--- src/design/modexp_pkg.sv ---
package modexp_pkg;

  // two serial multiplier lanes run side by side
  localparam int NUM_LANES = 2;

  // lane that squares the running base
  localparam logic [0:0] LANE_SQ = 1'b0;
  // lane that multiplies the accumulator by the running base
  localparam logic [0:0] LANE_ACC = 1'b1;

  // modulus after reset, before any configuration write
  localparam logic [30:0] MOD_RESET = 31'd1000000007;

endpackage

--- src/design/modexp_in_if.sv ---
interface modexp_in_if #(
  parameter int EXP_BITS = 32,
  parameter int MOD_BITS = 31
);
  logic                valid;
  logic                ready;
  logic [MOD_BITS-1:0] base;
  logic [EXP_BITS-1:0] exponent;

  modport source (output valid, output base, output exponent, input ready);
  modport sink (input valid, input base, input exponent, output ready);
endinterface

--- src/design/modexp_out_if.sv ---
interface modexp_out_if #(
  parameter int MOD_BITS = 31
);
  logic                valid;
  logic                ready;
  logic [MOD_BITS-1:0] power;

  modport source (output valid, output power, input ready);
  modport sink (input valid, input power, output ready);
endinterface

--- src/design/modexp_cfg_if.sv ---
interface modexp_cfg_if #(
  parameter int MOD_BITS = 31
);
  logic                valid;
  logic                ready;
  logic [MOD_BITS-1:0] modulus;

  modport source (output valid, output modulus, input ready);
  modport sink (input valid, input modulus, output ready);
endinterface

--- src/design/modular_exponentiation.sv ---
// modular exponentiation, power = base ** exponent mod modulus
//
// in_chan carries one item (base, exponent); out_chan returns one power per
// item, in 0 to modulus-1 (0 for modulus 0). cfg_chan writes the modulus;
// it is always ready; the user must write it only while no item is in flight,
// not enforced by the block. a modulus below two skips all work, gives zero.
//
// the base is first reduced bit-serially, then each exponent bit up to the
// highest set one costs a setup step in S_NEXT and a multiplication: two
// shift-and-add multipliers (square and accumulate) run in parallel, one
// doubling or one add step per cycle, each followed by one conditional
// subtract of the modulus. one item is worked on at a time; the next one is
// taken in the cycle after the current result is loaded into the output
// register.
//
// reset (rst_n low, synchronous) empties the block and loads the modulus
// 1000000007. a stalled receiver holds the result in the output register;
// a second finished result waits in the datapath until that register frees.
module modular_exponentiation #(
  parameter int EXP_BITS = 32,
  parameter int MOD_BITS = 31
) (
  input  logic         clk,
  input  logic         rst_n,
  modexp_cfg_if.sink   cfg_chan,
  modexp_in_if.sink    in_chan,
  modexp_out_if.source out_chan
);
  import modexp_pkg::*;

  localparam int CNT_W = $clog2(MOD_BITS);
  localparam logic [CNT_W-1:0] CNT_LAST = CNT_W'(MOD_BITS - 1);

  typedef enum logic [2:0] {
    S_IDLE,
    S_REDUCE,
    S_NEXT,
    S_DBL,
    S_ADD
  } state_t;

  state_t              state_r;
  logic [MOD_BITS-1:0] mod_r;
  logic [EXP_BITS-1:0] e_r;
  logic [CNT_W-1:0]    cnt_r;
  logic [MOD_BITS-1:0] sq_r;
  logic [MOD_BITS-1:0] acc_r;
  logic [MOD_BITS-1:0] power_r;
  logic                out_valid_r;

  // per lane: partial remainder, multiplicand, multiplier shift register
  logic [MOD_BITS-1:0] r_r [NUM_LANES];
  logic [MOD_BITS-1:0] a_r [NUM_LANES];
  logic [MOD_BITS-1:0] b_r [NUM_LANES];

  logic [MOD_BITS:0]   t_sum [NUM_LANES];
  logic [MOD_BITS-1:0] r_nxt [NUM_LANES];
  logic                mod_small;
  logic                cnt_end;
  logic                out_load;

  assign mod_small = (mod_r < MOD_BITS'(2));
  assign cnt_end   = (cnt_r == CNT_LAST);

  // finished power moves into a free (or freeing) output register
  assign out_load = (state_r == S_NEXT) && (e_r == '0) &&
                    (!out_valid_r || out_chan.ready);

  // one lane step: double (shifting in a base bit while reducing) or add,
  // then one conditional subtract keeps the remainder below the modulus
  always_comb begin
    for (int i = 0; i < NUM_LANES; i++) begin
      if (state_r == S_ADD) begin
        t_sum[i] = {1'b0, r_r[i]} +
                   (b_r[i][MOD_BITS-1] ? {1'b0, a_r[i]} : '0);
      end else begin
        t_sum[i] = {r_r[i], (state_r == S_REDUCE) ? b_r[i][MOD_BITS-1] : 1'b0};
      end
      if (t_sum[i] >= {1'b0, mod_r}) begin
        r_nxt[i] = MOD_BITS'(t_sum[i] - {1'b0, mod_r});
      end else begin
        r_nxt[i] = t_sum[i][MOD_BITS-1:0];
      end
    end
  end

  // handshakes
  assign in_chan.ready  = (state_r == S_IDLE);
  assign cfg_chan.ready = 1'b1;
  assign out_chan.valid = out_valid_r;
  assign out_chan.power = power_r;

  // sequencer, datapath and output register
  always_ff @(posedge clk) begin
    if (!rst_n) begin
      state_r     <= S_IDLE;
      out_valid_r <= 1'b0;
      mod_r       <= MOD_BITS'(MOD_RESET);
    end else begin
      if (cfg_chan.valid) begin
        mod_r <= cfg_chan.modulus;
      end
      if (out_load) begin
        out_valid_r <= 1'b1;
      end else if (out_valid_r && out_chan.ready) begin
        out_valid_r <= 1'b0;
      end

      case (state_r)
        S_IDLE: begin
          if (in_chan.valid) begin
            cnt_r          <= '0;
            r_r[LANE_SQ]   <= '0;
            b_r[LANE_SQ]   <= in_chan.base;
            if (mod_small) begin
              // no residue to work on: finish at once with zero
              e_r     <= '0;
              acc_r   <= '0;
              state_r <= S_NEXT;
            end else begin
              e_r     <= in_chan.exponent;
              acc_r   <= MOD_BITS'(1);
              state_r <= S_REDUCE;
            end
          end
        end
        S_REDUCE: begin
          r_r[LANE_SQ] <= r_nxt[LANE_SQ];
          b_r[LANE_SQ] <= b_r[LANE_SQ] << 1;
          if (cnt_end) begin
            sq_r    <= r_nxt[LANE_SQ];
            cnt_r   <= '0;
            state_r <= S_NEXT;
          end else begin
            cnt_r <= cnt_r + CNT_W'(1);
          end
        end
        S_NEXT: begin
          if (e_r == '0) begin
            // done: hand over once the output register is free
            if (out_load) begin
              power_r <= acc_r;
              state_r <= S_IDLE;
            end
          end else begin
            a_r[LANE_SQ]  <= sq_r;
            a_r[LANE_ACC] <= sq_r;
            b_r[LANE_SQ]  <= sq_r;
            b_r[LANE_ACC] <= acc_r;
            r_r[LANE_SQ]  <= '0;
            r_r[LANE_ACC] <= '0;
            cnt_r         <= '0;
            state_r       <= S_DBL;
          end
        end
        S_DBL: begin
          r_r[LANE_SQ]  <= r_nxt[LANE_SQ];
          r_r[LANE_ACC] <= r_nxt[LANE_ACC];
          state_r       <= S_ADD;
        end
        S_ADD: begin
          r_r[LANE_SQ]  <= r_nxt[LANE_SQ];
          r_r[LANE_ACC] <= r_nxt[LANE_ACC];
          b_r[LANE_SQ]  <= b_r[LANE_SQ] << 1;
          b_r[LANE_ACC] <= b_r[LANE_ACC] << 1;
          if (cnt_end) begin
            sq_r <= r_nxt[LANE_SQ];
            if (e_r[0]) begin
              acc_r <= r_nxt[LANE_ACC];
            end
            e_r     <= e_r >> 1;
            state_r <= S_NEXT;
          end else begin
            cnt_r   <= cnt_r + CNT_W'(1);
            state_r <= S_DBL;
          end
        end
        default: begin
          state_r <= S_IDLE;
        end
      endcase
    end
  end

  // residues stay reduced between exponent bits
  a_residues: assert property (@(posedge clk) disable iff (!rst_n)
    (state_r == S_NEXT && !mod_small && e_r != '0) |->
      (sq_r < mod_r && acc_r < mod_r))
    else $error("running square or accumulator not reduced");

  // lane remainders stay reduced inside a multiplication
  a_lanes: assert property (@(posedge clk) disable iff (!rst_n)
    (state_r == S_DBL || state_r == S_ADD) |->
      (r_r[LANE_SQ] < mod_r && r_r[LANE_ACC] < mod_r))
    else $error("lane remainder not reduced");

  // a delivered power is a residue of the modulus
  a_power: assert property (@(posedge clk) disable iff (!rst_n)
    (out_valid_r && !mod_small) |-> (power_r < mod_r))
    else $error("power out of range");

  // an accepted item starts either the base reduction or the finish path
  a_start: assert property (@(posedge clk) disable iff (!rst_n)
    (in_chan.valid && in_chan.ready) |=>
      (state_r == S_REDUCE || state_r == S_NEXT))
    else $error("item accepted without starting");

  // the bit counter never runs past the operand width
  a_count: assert property (@(posedge clk) disable iff (!rst_n)
    (state_r == S_REDUCE || state_r == S_DBL || state_r == S_ADD) |->
      (cnt_r <= CNT_LAST))
    else $error("bit counter overrun");

endmodule
--- src/flat_wrapper.sv ---
// flat-port wrapper written by rule: the top's interface ports become plain ports
module modular_exponentiation_flat import modexp_pkg::*;
#(
  parameter int EXP_BITS = 32,
  parameter int MOD_BITS = 31
)
  (clk, rst_n, cfg_chan_valid, cfg_chan_modulus, cfg_chan_ready, in_chan_valid, in_chan_base, in_chan_exponent, in_chan_ready, out_chan_valid, out_chan_power, out_chan_ready);
  modexp_cfg_if #(.MOD_BITS(MOD_BITS)) cfg_chan_i ();
  modexp_in_if #(.EXP_BITS(EXP_BITS), .MOD_BITS(MOD_BITS)) in_chan_i ();
  modexp_out_if #(.MOD_BITS(MOD_BITS)) out_chan_i ();
  input  logic clk;
  input  logic rst_n;
  input wire logic [$bits(cfg_chan_i.valid)-1:0] cfg_chan_valid;
  input wire logic [$bits(cfg_chan_i.modulus)-1:0] cfg_chan_modulus;
  output wire logic [$bits(cfg_chan_i.ready)-1:0] cfg_chan_ready;
  input wire logic [$bits(in_chan_i.valid)-1:0] in_chan_valid;
  input wire logic [$bits(in_chan_i.base)-1:0] in_chan_base;
  input wire logic [$bits(in_chan_i.exponent)-1:0] in_chan_exponent;
  output wire logic [$bits(in_chan_i.ready)-1:0] in_chan_ready;
  output wire logic [$bits(out_chan_i.valid)-1:0] out_chan_valid;
  output wire logic [$bits(out_chan_i.power)-1:0] out_chan_power;
  input wire logic [$bits(out_chan_i.ready)-1:0] out_chan_ready;
  assign cfg_chan_i.valid = cfg_chan_valid;
  assign cfg_chan_i.modulus = cfg_chan_modulus;
  assign cfg_chan_ready = cfg_chan_i.ready;
  assign in_chan_i.valid = in_chan_valid;
  assign in_chan_i.base = in_chan_base;
  assign in_chan_i.exponent = in_chan_exponent;
  assign in_chan_ready = in_chan_i.ready;
  assign out_chan_valid = out_chan_i.valid;
  assign out_chan_power = out_chan_i.power;
  assign out_chan_i.ready = out_chan_ready;
  modular_exponentiation #(.EXP_BITS(EXP_BITS), .MOD_BITS(MOD_BITS)) u_core (.clk(clk), .rst_n(rst_n), .cfg_chan(cfg_chan_i), .in_chan(in_chan_i), .out_chan(out_chan_i));
endmodule
--- config.mk ---
export PLATFORM = sky130hd
export DESIGN_NAME = modular_exponentiation_flat
export DESIGN_NICKNAME = d
export VERILOG_FILES = /design/src/design/modexp_pkg.sv /design/src/design/modexp_in_if.sv /design/src/design/modexp_out_if.sv /design/src/design/modexp_cfg_if.sv /design/src/design/modular_exponentiation.sv /design/src/flat_wrapper.sv
export SDC_FILE = /design/constraint.sdc
export NUM_CORES = 1
export LEC_CHECK = 0
export BUFFER_PORTS_ARGS = -buffer_cell sky130_fd_sc_hd__buf_2
export CELL_PAD_IN_SITES_DETAIL_PLACEMENT = 2
export CELL_PAD_IN_SITES_GLOBAL_PLACEMENT = 2
export CORE_MARGIN = 1.5
export CORE_UTILIZATION = 35
export CTS_CLUSTER_SIZE = 20
export DETAILED_ROUTE_END_ITERATION = 10
export GPL_TIMING_DRIVEN = 0
export PLACE_DENSITY = 0.78
export SYNTH_ARGS = -nofsm -noshare
export SYNTH_HDL_FRONTEND = slang
export SYNTH_SLANG_ARGS = --single-unit
--- constraint.sdc ---
create_clock -name clk -period 12.17 [get_ports clk]
set_input_delay 1.217 -clock clk [delete_from_list [all_inputs] [get_ports clk]]
set_output_delay 1.217 -clock clk [all_outputs]
set_load 0.1 [all_outputs]
* Yosys cells after proc, flatten, opt, wreduce, memory -nomap -nowiden
Memory sizes are Yosys's and may differ from the RTL's. Cells that the tools add are included. Widths: inputs -> output; s select.
Word-level totals: bits in registers 165, latch bits 0, RAM bits 186, bits in read-only memories 0, input port bits 99, output and inout port bits 34, word-level logic and storage cells 116, memories kept 3
Cells by class: add/subtract/negate cells 5, multipliers 0, div/mod/pow operators 0, magnitude comparators 3, equal/unequal tests 12, shifts and indexed selects 0, mux-type cells 58, bitwise gates (word level) 10, reduce and logical (&&, ||, !) cells 17
Memories:
- u_core.a_r | words 2, width 31, read ports 2, clocked after Yosys merged registers in 0, wr ports 2, line modular_exponentiation.sv:53 | logic [MOD_BITS-1:0] a_r [NUM_LANES];
- u_core.b_r | words 2, width 31, read ports 2, clocked after Yosys merged registers in 0, wr ports 2, line modular_exponentiation.sv:54 | logic [MOD_BITS-1:0] b_r [NUM_LANES];
- u_core.r_r | words 2, width 31, read ports 2, clocked after Yosys merged registers in 0, wr ports 2, line modular_exponentiation.sv:52 | logic [MOD_BITS-1:0] r_r [NUM_LANES];
Operators with widths (count):
- $mux 31 | 17
- $mux 32 | 5
- $add 31x32->32 | 2
- $ge 32x31->1 | 2
- $pmux 32 s2 | 1
- $pmux 31 s2 | 1
- $sub 31x31->31 | 2
- $logic_not 32->1 | 1
- $lt 31x2->1 const B | 1
- $mux 1 | 23
- $mux 5 | 4
- $pmux 5 s4 | 1
- $pmux 3 s5 | 1
- $mux 3 | 4
- $or 1x1->1 | 10
- $reduce_and 5->1 | 2
- $reduce_and 4->1 | 2
- $eq 3x2->1 const B | 2
- $ne 2x1->1 const B | 3
- $ne 2x2->1 const B | 3
- $reduce_and 3->1 | 2
- $add 5x1->5 const B | 1
- $eq 5x5->1 const B | 1
- $reduce_bool 2->1 | 2
- 10 further kinds | 12

* Depth between registers and ports, before layout
Gate-level depths: netlist of run 1. An unclocked memory read counts as a cell.
depth after elaboration 10, mapped depth 25, mapped depth without buffers 22

* Least setup slack after synthesis of run 1
OpenSTA, ideal clock, no wires.
path kind flip-flop to flip-flop, start memory u_core.b_r[1][30], in the netlist u_core.b_r[0][61], end memory u_core.r_r[1][11], in the netlist u_core.r_r[0][42] (data pin), library setup time 266 ps, arrival time 4883 ps, setup slack 7021 ps, cell stages (with the launch flop) 25, cell sequence edfxtp_1 -> clkbuf_1 -> and2_1 -> ha_1 -> fa_1 -> a21oi_1 -> o211ai_1 -> a21oi_1 -> o211ai_1 -> a311o_1 -> a21oi_1 -> xor2_1 -> o21ai_0 -> ha_1 -> nand2_1 -> nor2_1 -> nand2_1 -> nor3_1 -> a31oi_1 -> a21oi_1 -> nor3_1 -> o21ai_2 -> buf_2 -> mux2i_1 -> nor2_1
RTL lines (line):
- start: declaration | modular_exponentiation.sv:54
- end: declaration | modular_exponentiation.sv:52

==> impl_results.md, run 1 <==
- Clock transition at path regs: approximately 0.06 ns
- Max VDD drop: 0.0000959 V
- Final Hold Fails: 0
- Critical Path Max Stage Delay: about 0.59 ns
- DP HPWL: 60800 um
- Buf+Inv Stages, Crit Path: 2
- Avg Cell Area, Syn: between 9 and 10 sq um
- Top cell by count, worst path: a21oi_1
- Met2 usage in global routing: 43.4%
- Final ANT Viol Nets: 0
- Predominant post-synthesis flop cell: edfxtp_1
- Hold Crit Start: u_core.acc_r[28]
- Cell count of the worst hold path: 0
- HP Class: flop to flop
- CTS Hold Bufs: 0
- Worst reg2reg path startpoint: u_core.b_r[0][61]
- CP startpoint: u_core.b_r[0][61]
- DIE AREA: 0.0593 sq mm
- MaxCap Viol Count: 0
- Pin count of the biggest net entering global routing: 33
- GRT Max-Usage Layer: met2
- DRT iter0 DRCs: around 1000
- Worst Tran Pin Value: 1.24 ns
- Tmin final: 7.35 ns
- Crit path max fanout: 10
- Die Ht: about 240 um
- Pwr Density: around 140 mW/mm^2
- Fin cells: around 3100
- Drt wl/cell: between 20 and 25 um
- Final Total Pwr: 3210 uW
- Starting density of the core: 35.6%
- Grt met3 use: under 10%
- Layout area overhead: 14.8%
- Chip width: roughly 240 um
- Io pins: approximately 130
- Outcome: completed
- Worst setup SP type: flop
- Fillcell total: approximately 6300
- R2R Setup Slk: ~4.8 ns
- Fraction of layout cells with a size suffix above 1: 11.0%
- Max Buffers Root-to-Sink: 3
- CP required: between 10 and 15 ns
- CTS tree: yes
- H-tree depth: 2
- Worst path cell trace: clkbuf_1 > and2_1 > ha_1 > fa_1 > a21oi_1 > o211ai_1 > a21oi_1 > o211ai_1 > a311o_1 > a21oi_1 > xor2_1 > o21ai_0 > ha_1 > nand2_1 > nor2_1 > nand2_1 > nor3_1 > a31oi_1 > a21oi_1 > nor3_1 > o21ai_2 > buf_2 > mux2i_1 > nor2_1
- DRC: 0
- RSZ-0062 raised after global routing: no
- Vias: roughly 17000
- Post-CTS Setup Bufs: 0
- Final worst-path cycle share: 60.4%
- Max Slew Vio Count: 0
- Post-Syn Instances: 2108
- Post-DR vias/cell: approximately 5.5
- # setup viols final: 0
- Number of global-route vias before repair: between 15000 and 20000
- Met1 usage: 32.6%
- Root buffer cell: clkbuf_16
- Fmax: about 140 MHz
- Initial antenna violation count: 6
- Worst reg-to-reg path cell count: 24
- Reg-to-Reg End: u_core.acc_r[12]
- Final nets: about 2500
- Cts bufs inserted: between 40 and 50
- Min-Delay Endpoint: u_core.out_chan.power[28]
- Number of synthesized flops with an enable pin: 285
- WL final: 75600 um
- CP Data Arrival Time: 7.66 ns
- Crit Path Class: flop to flop
- Core Box Area: approximately 0.057 sq mm
- Commonest cells after routing, fill and taps aside: nand2_1, edfxtp_1, nor2_1
- Commonest non-fill, non-tap cell in the layout: nand2_1
- Inst Count DP: 2998
- Setup TNS: 0 ns
- Post-Syn Area: around 0.020 sq mm
- Slew margin rel.: 17.1%
- CTS sink cnt: 320
- Library cells used by synthesis: between 70 and 80
- Crit end category: flop
- Lkg Pwr: 0.00928 uW
- Worst path slowest cell: edfxtp_1
- Total GRT Usage: between 20% and 30%
- Async set or reset register ratio after synthesis: 0%
- Yosys warnings: 0
- Grt ovf: 0
- FP Rows: just under 90
- Worst-skew pair later-pin latency: about 0.58 ns
- DRT Pass-1 Iters: 5
- PnR worst setup slack: 4.82 ns
- Register area share after synthesis: 45.7%
- Gpl congestion: 0.881
- IO buf count: 130
- CP top delay family: compound AO/OA/AOI/OAI gates
- Max Clock Skew: between 0.02 and 0.025 ns
- Place WS: 4.91 ns
- Syn_nets: 2337
- First-pass GRT wire length: 114000 um
- #FFs+latches synth: 320
- Post_cts resized: 0
-- Yosys cell counts (26+ instances only) --
cell,instances,area (sq um)
ha_1,126,1580
o21ai_0,144,721
mux2i_1,54,541
a21o_1,47,353
clkbuf_1,76,285
o21a_1,26,195
xor2_1,51,447
o22ai_1,34,213
a21oi_1,143,716
nor2_1,185,694
nand2_1,339,1270
and2_1,87,544
nor2b_1,31,194
edfxtp_1,285,8560
dfxtp_1,35,701
o211ai_1,31,233
xnor2_1,53,464
inv_1,63,236
-- worst max path at each step --
stage,to,cells after the start,slack (ns)
floorplan,u_core.r_r[0][42],24,7.02
CTS,u_core.r_r[0][24],19,4.79
global placement,u_core.r_r[0][24],19,4.99
global route,u_core.acc_r[12],24,4.33
detailed placement,u_core.r_r[0][26],19,4.91
finish,u_core.acc_r[12],24,4.82
-- metal layers --
layer	up-vias	wire length, um
met5	-	28
met4	4	3100
met3	133	3530
met2	397	35800
met1	8455	33100
li1	7985	-
-- stage by stage --
step | util [%] | cell area, sq um | hold WS [ns]
global route | 40.9 | 23200 | 0.465
detailed placement | 38.7 | 22000 | 0.443
CTS | 40.9 | 23200 | 0.453
finish | 40.9 | 23200 | 0.452
floorplan | - | 20300 | 0.418
global placement | 38.4 | 21800 | 0.433
-- kinds of logic after synthesis --
group           count (synthesis)  share of synthesized area (%)
xor+xnor                      104                           4.50
flops                         320                           45.7
buf+inv                       153                           3.03
mux                            70                           3.69
simple gates                  788                           17.8
other cells                     1                         0.0185
compound gates                542                           17.1
fa+ha+maj                     130                           8.18
-- report_power, final --
part	internal (uW)	total (uW)	switching [uW]
Sequential	1270	1310	35.2
Clock	671	1180	507
Combinational	269	721	453
-- area by class of cell --
cell class	count	area [sq um]	area share (%)
inverter	63	236	1.02
multi-input combinational	1635	10400	44.9
clock inverter	19	138	0.592
clock buffer	56	1120	4.84
tap	756	946	4.07
timing repair buffer	134	729	3.14
sequential	320	9260	39.8
buffer	90	377	1.62
antenna	1	2.50	0.0108
-- worst reg2reg max path, delay by kind of cell (launching register included) --
family,cells,cell delay (ns)
compound gates,10,2.61
simple gates,7,1.28
fa+ha+maj,3,1.23
buf+inv,2,0.77
flops,1,0.59
mux,1,0.42
xor+xnor,1,0.17
-- sequential cells by signal, summed over array words and instances (netlist names) --
name / count
u_core.b_r: 62
u_core.r_r: 62
u_core.e_r: 32
u_core.a_r: 31
u_core.acc_r: 31
u_core.mod_r: 31
u_core.out_chan.power: 31
u_core.sq_r: 31
u_core.cnt_r: 5
u_core.state_r: 3
u_core.out_chan.valid: 1
No activity file was read; power rests on OpenSTA's default activity.
==> inputs of run 2 (changes only) <==
ABC_AREA = 1   (was not set)
PLACE_DENSITY = 0.84   (was 0.78)
clock period = 7 ns   (was 12.17 ns; I/O delays follow)
==> run 2 against run 1 <==
Compared with the run above: synthesized cell count up 47%; total power rose to 2.8 times the previous value; hold slack worse by 0.11 ns; design area up 11%; combinational power rose to 6.0 times the previous value; critical path depth up 6; die area up 12%; first-iteration DRC count up 47%; clock-buffer cell count down 9; via count up 33%; critical path type unchanged; sequential share of layout area down 3.9 points; global-route usage up 5.9 points.
==> impl_results.md, run 2 <==
- Async set or reset register ratio after synthesis: 0% (unchanged)
- Fin area: 0.0258 sq mm (+11%)
- Max Buffers Root-to-Sink: 3 (unchanged)
- CTS sink cnt: 320 (unchanged)
- Io pins: 133 (unchanged)
- Pwr Density: 354 mW/mm^2 (+160%)
- Clock transition at path regs: 0.07 ns (about the same)
- Tmin final: 5.85 ns (-1.50 ns)
- Buf+Inv Stages, Crit Path: 6 (+4)
- Predominant post-synthesis flop cell: edfxtp_1
- Number of synthesized flops with an enable pin: 285 (unchanged)
- Worst Tran Pin Value: 1.16 ns (-0.0860 ns)
- FP Rows: 93 (+6.9%)
- Commonest non-fill, non-tap cell in the layout: nand2_1
- Post-Syn Instances: 3099 (+47%)
- DIE AREA: 0.0662 sq mm (+12%)
- Seq pwr share: 30.3% (-10 points)
- Cts bufs inserted: 38 (-7.3%)
- Slew margin rel.: 22.8% (+5.7 points)
- HP Class: primary input to flop
- Root buffer cell: clkbuf_16
- Post-CTS Setup Bufs: 0 (unchanged)
- Initial antenna violation count: 4 (-2)
- Top cells by count, synth: nand2_1, inv_1, nor2_1, edfxtp_1, a21oi_1
- Post-DR vias/cell: 5.42 (-1.9%)
- Commonest cells after routing, fill and taps aside: nand2_1, inv_1, nor2_1
- Worst setup SP type: flop
- Crit end category: flop
- Post-Syn Area: 0.0226 sq mm (+12%)
- CTS tree: yes
- WL final: 105000 um (+39%)
- Starting density of the core: 35.3% (-0.38 points)
- Largest area contributor in the netlist: edfxtp_1
- Crit Path Class: flop to flop
- MaxCap Viol Count: 0 (unchanged)
- Design internal power: 4860 uW (+120%)
- CTS Hold Bufs: 0 (unchanged)
- DRT iter0 DRCs: 1509 (+47%)
- DP HPWL: 87500 um (+44%)
- Max VDD drop: 0.000165 V (+72%)
- CP Data Arrival Time: 6.14 ns (-1.52 ns)
- Vias: 22500 (+33%)
- Critical Path Max Stage Delay: 0.71 ns (+0.12 ns)
- Worst-skew pair later-pin latency: 0.59 ns (about the same)
- Die Ht: 257 um (+5.7%)
- Core Box Area: 0.0642 sq mm (+13%)
- First-pass GRT wire length: 156000 um (+36%)
- Clock network power share: 21.9% (-15 points)
- RSZ-0062 raised after global routing: no
- Layout area overhead: 13.7%
- Grt ovf: 0 (unchanged)
- Library cells used by synthesis: 48 (-38%)
- #FFs+latches synth: 320 (unchanged)
- Pin count of the biggest net entering global routing: 35 (+6.1%)
- Avg Cell Area, Syn: 7.31 sq um (-24%)
- H-tree depth: 2 (unchanged)
- Combinational group share of total power: 47.8% (+25 points)
- Lkg Pwr: 0.0125 uW (+34%)
- Psw: 4250 uW (+330%)
- Crit path max fanout: 10 (unchanged)
- Top cell type's share of synthesized area: 37.8% (-4.5 points)
- DRT Pass-1 Iters: 6 (+1)
- Fraction of layout cells with a size suffix above 1: 8.38% (-2.6 points)
- Top cell by count, worst path: nand2_1
- Synth area leaders: edfxtp_1, nand2_1, inv_1, ha_1, nor2_1
- Gpl congestion: 0.965 (+9.5%)
- Max Slew Vio Count: 0 (unchanged)
- Sw frac: 46.6% (+16 points)
- Max Clock Skew: 0.0236 ns (+0.00254 ns)
- Most frequent cell after synthesis: nand2_1
- Setup TNS: 0 ns (unchanged)
- Post_cts resized: 0 (unchanged)
- IO buf count: 131 (+0.77%)
- Number of global-route vias before repair: 24700 (+30%)
- # setup viols final: 0 (unchanged)
- DRC: 0 (unchanged)
- Syn_nets: 3328 (+42%)
- Register area share after synthesis: 40.9% (-4.8 points)
- Largest regs: u_core.b_r (62), u_core.r_r (62), u_core.e_r (32)
- Fmax: 171 MHz (+26%)
- Yosys warnings: 0 (unchanged)
- Worst path slowest cell: o21ai_0
- Drt wl/cell: 25.2 um (+2.6%)
- Final Hold Fails: 0 (unchanged)
- Post-Place Cell Area: 0.0245 sq mm (+11%)
- CP top delay family: simple AND/OR/NAND/NOR gates
- Final worst-path cycle share: 83.5% (+23 points)
- Total GRT Usage: 31.4% (+5.9 points)
- Final ANT Viol Nets: 0 (unchanged)
- Chip width: 257 um (+5.7%)
- Outcome: completed
- CP required: 7.29 ns (-5.19 ns)
- Final nets: 3507 (+39%)
run 2: cell types whose count changed after synthesis, sizes merged, moves of 31 or more:
cell | before | now
and2 | 87 | 2
o211ai | 33 | 2
nor2b | 32 | 0
mux2i | 54 | 1
nand3 | 24 | 169
a21o | 47 | 6
a21oi | 147 | 239
nor2 | 185 | 338
inv | 63 | 469
nand2 | 339 | 960
run 2: kinds of logic after synthesis:
logic type	count (synthesis)	share of synthesized area (%)
compound gates	460	11.1
xor+xnor	69	2.67
fa+ha+maj	130	7.31
buf+inv	547	9.49
flops	320	40.9
mux	1	0.0442
other cells	1	0.0166
simple gates	1571	28.5
run 2: worst paths after layout:
path | startpoint | to | slack (ns) | cells after the start
hold reg to reg | u_core.sq_r[5] | u_core.a_r[0][36] | 0.44 | 0
hold / removal | cfg_chan_modulus[15] | u_core.mod_r[15] | 0.34 | 3
setup reg to reg | u_core.b_r[0][30] | u_core.sq_r[22] | 1.15 | 30
setup / recovery | u_core.b_r[0][30] | u_core.sq_r[22] | 1.15 | 30
run 2: final cells by class:
class                   instances  area [sq um]
fillers                      7710         38500
clock buffers                  47          1010
inverters                     470          1770
flip-flops and latches        320          9260
well taps                     855          1070
multi-input cells            2232         11300
plain buffers                  77           382
repair buffers                139           781
diodes                          2          5.00
clock inverters                19           190
run 2: through the flow:
step | std cells | util (%) | setup WS, ns | power (uW) | hold slack [ns]
2_1_floorplan | 3099 | - | 2.35 | 5330 | 0.427
3_3_place_gp | 4085 | 37.9 | 0.443 | 6790 | 0.438
3_5_place_dp | 4091 | 38.1 | 1.26 | 7020 | 0.440
4_1_cts | 4157 | 40.0 | 1.21 | 9050 | 0.319
5_1_grt | 4159 | 40.1 | 0.806 | 9560 | 0.327
6_report | 4161 | 40.1 | 1.15 | 9110 | 0.342
run 2: layer usage:
| metal | global-route usage (%) | routed length (um) | up-vias |
|---|---|---|---|
| met4 | 13.5 | 4800 | 4 |
| met3 | 4.00 | 4460 | 217 |
| met1 | 38.3 | 44000 | 11300 |
| li1 | - | - | 10400 |
| met5 | 0 | 24 | - |
| met2 | 55.4 | 51800 | 572 |
run 2: worst reg2reg max path, delay by kind of cell (launching register included):
kind                       cells  cell delay (ns)
AOI/OAI and AO/OA              3             0.98
buffers and inverters          6             0.83
DFF                            1             0.53
and+or+nand+nor               18             2.12
xor gates and xnor gates       1             0.26
adders and majority gates      2             0.87
run 2: power by group through the flow:
stage,Clock (uW),Sequential (uW),Combinational [uW]
2_1_floorplan,0,2690,2640
5_1_grt,2080,2780,4710
4_1_cts,2010,2770,4270
3_5_place_dp,0,2800,4220
3_3_place_gp,0,2780,4010
6_report,1990,2760,4350
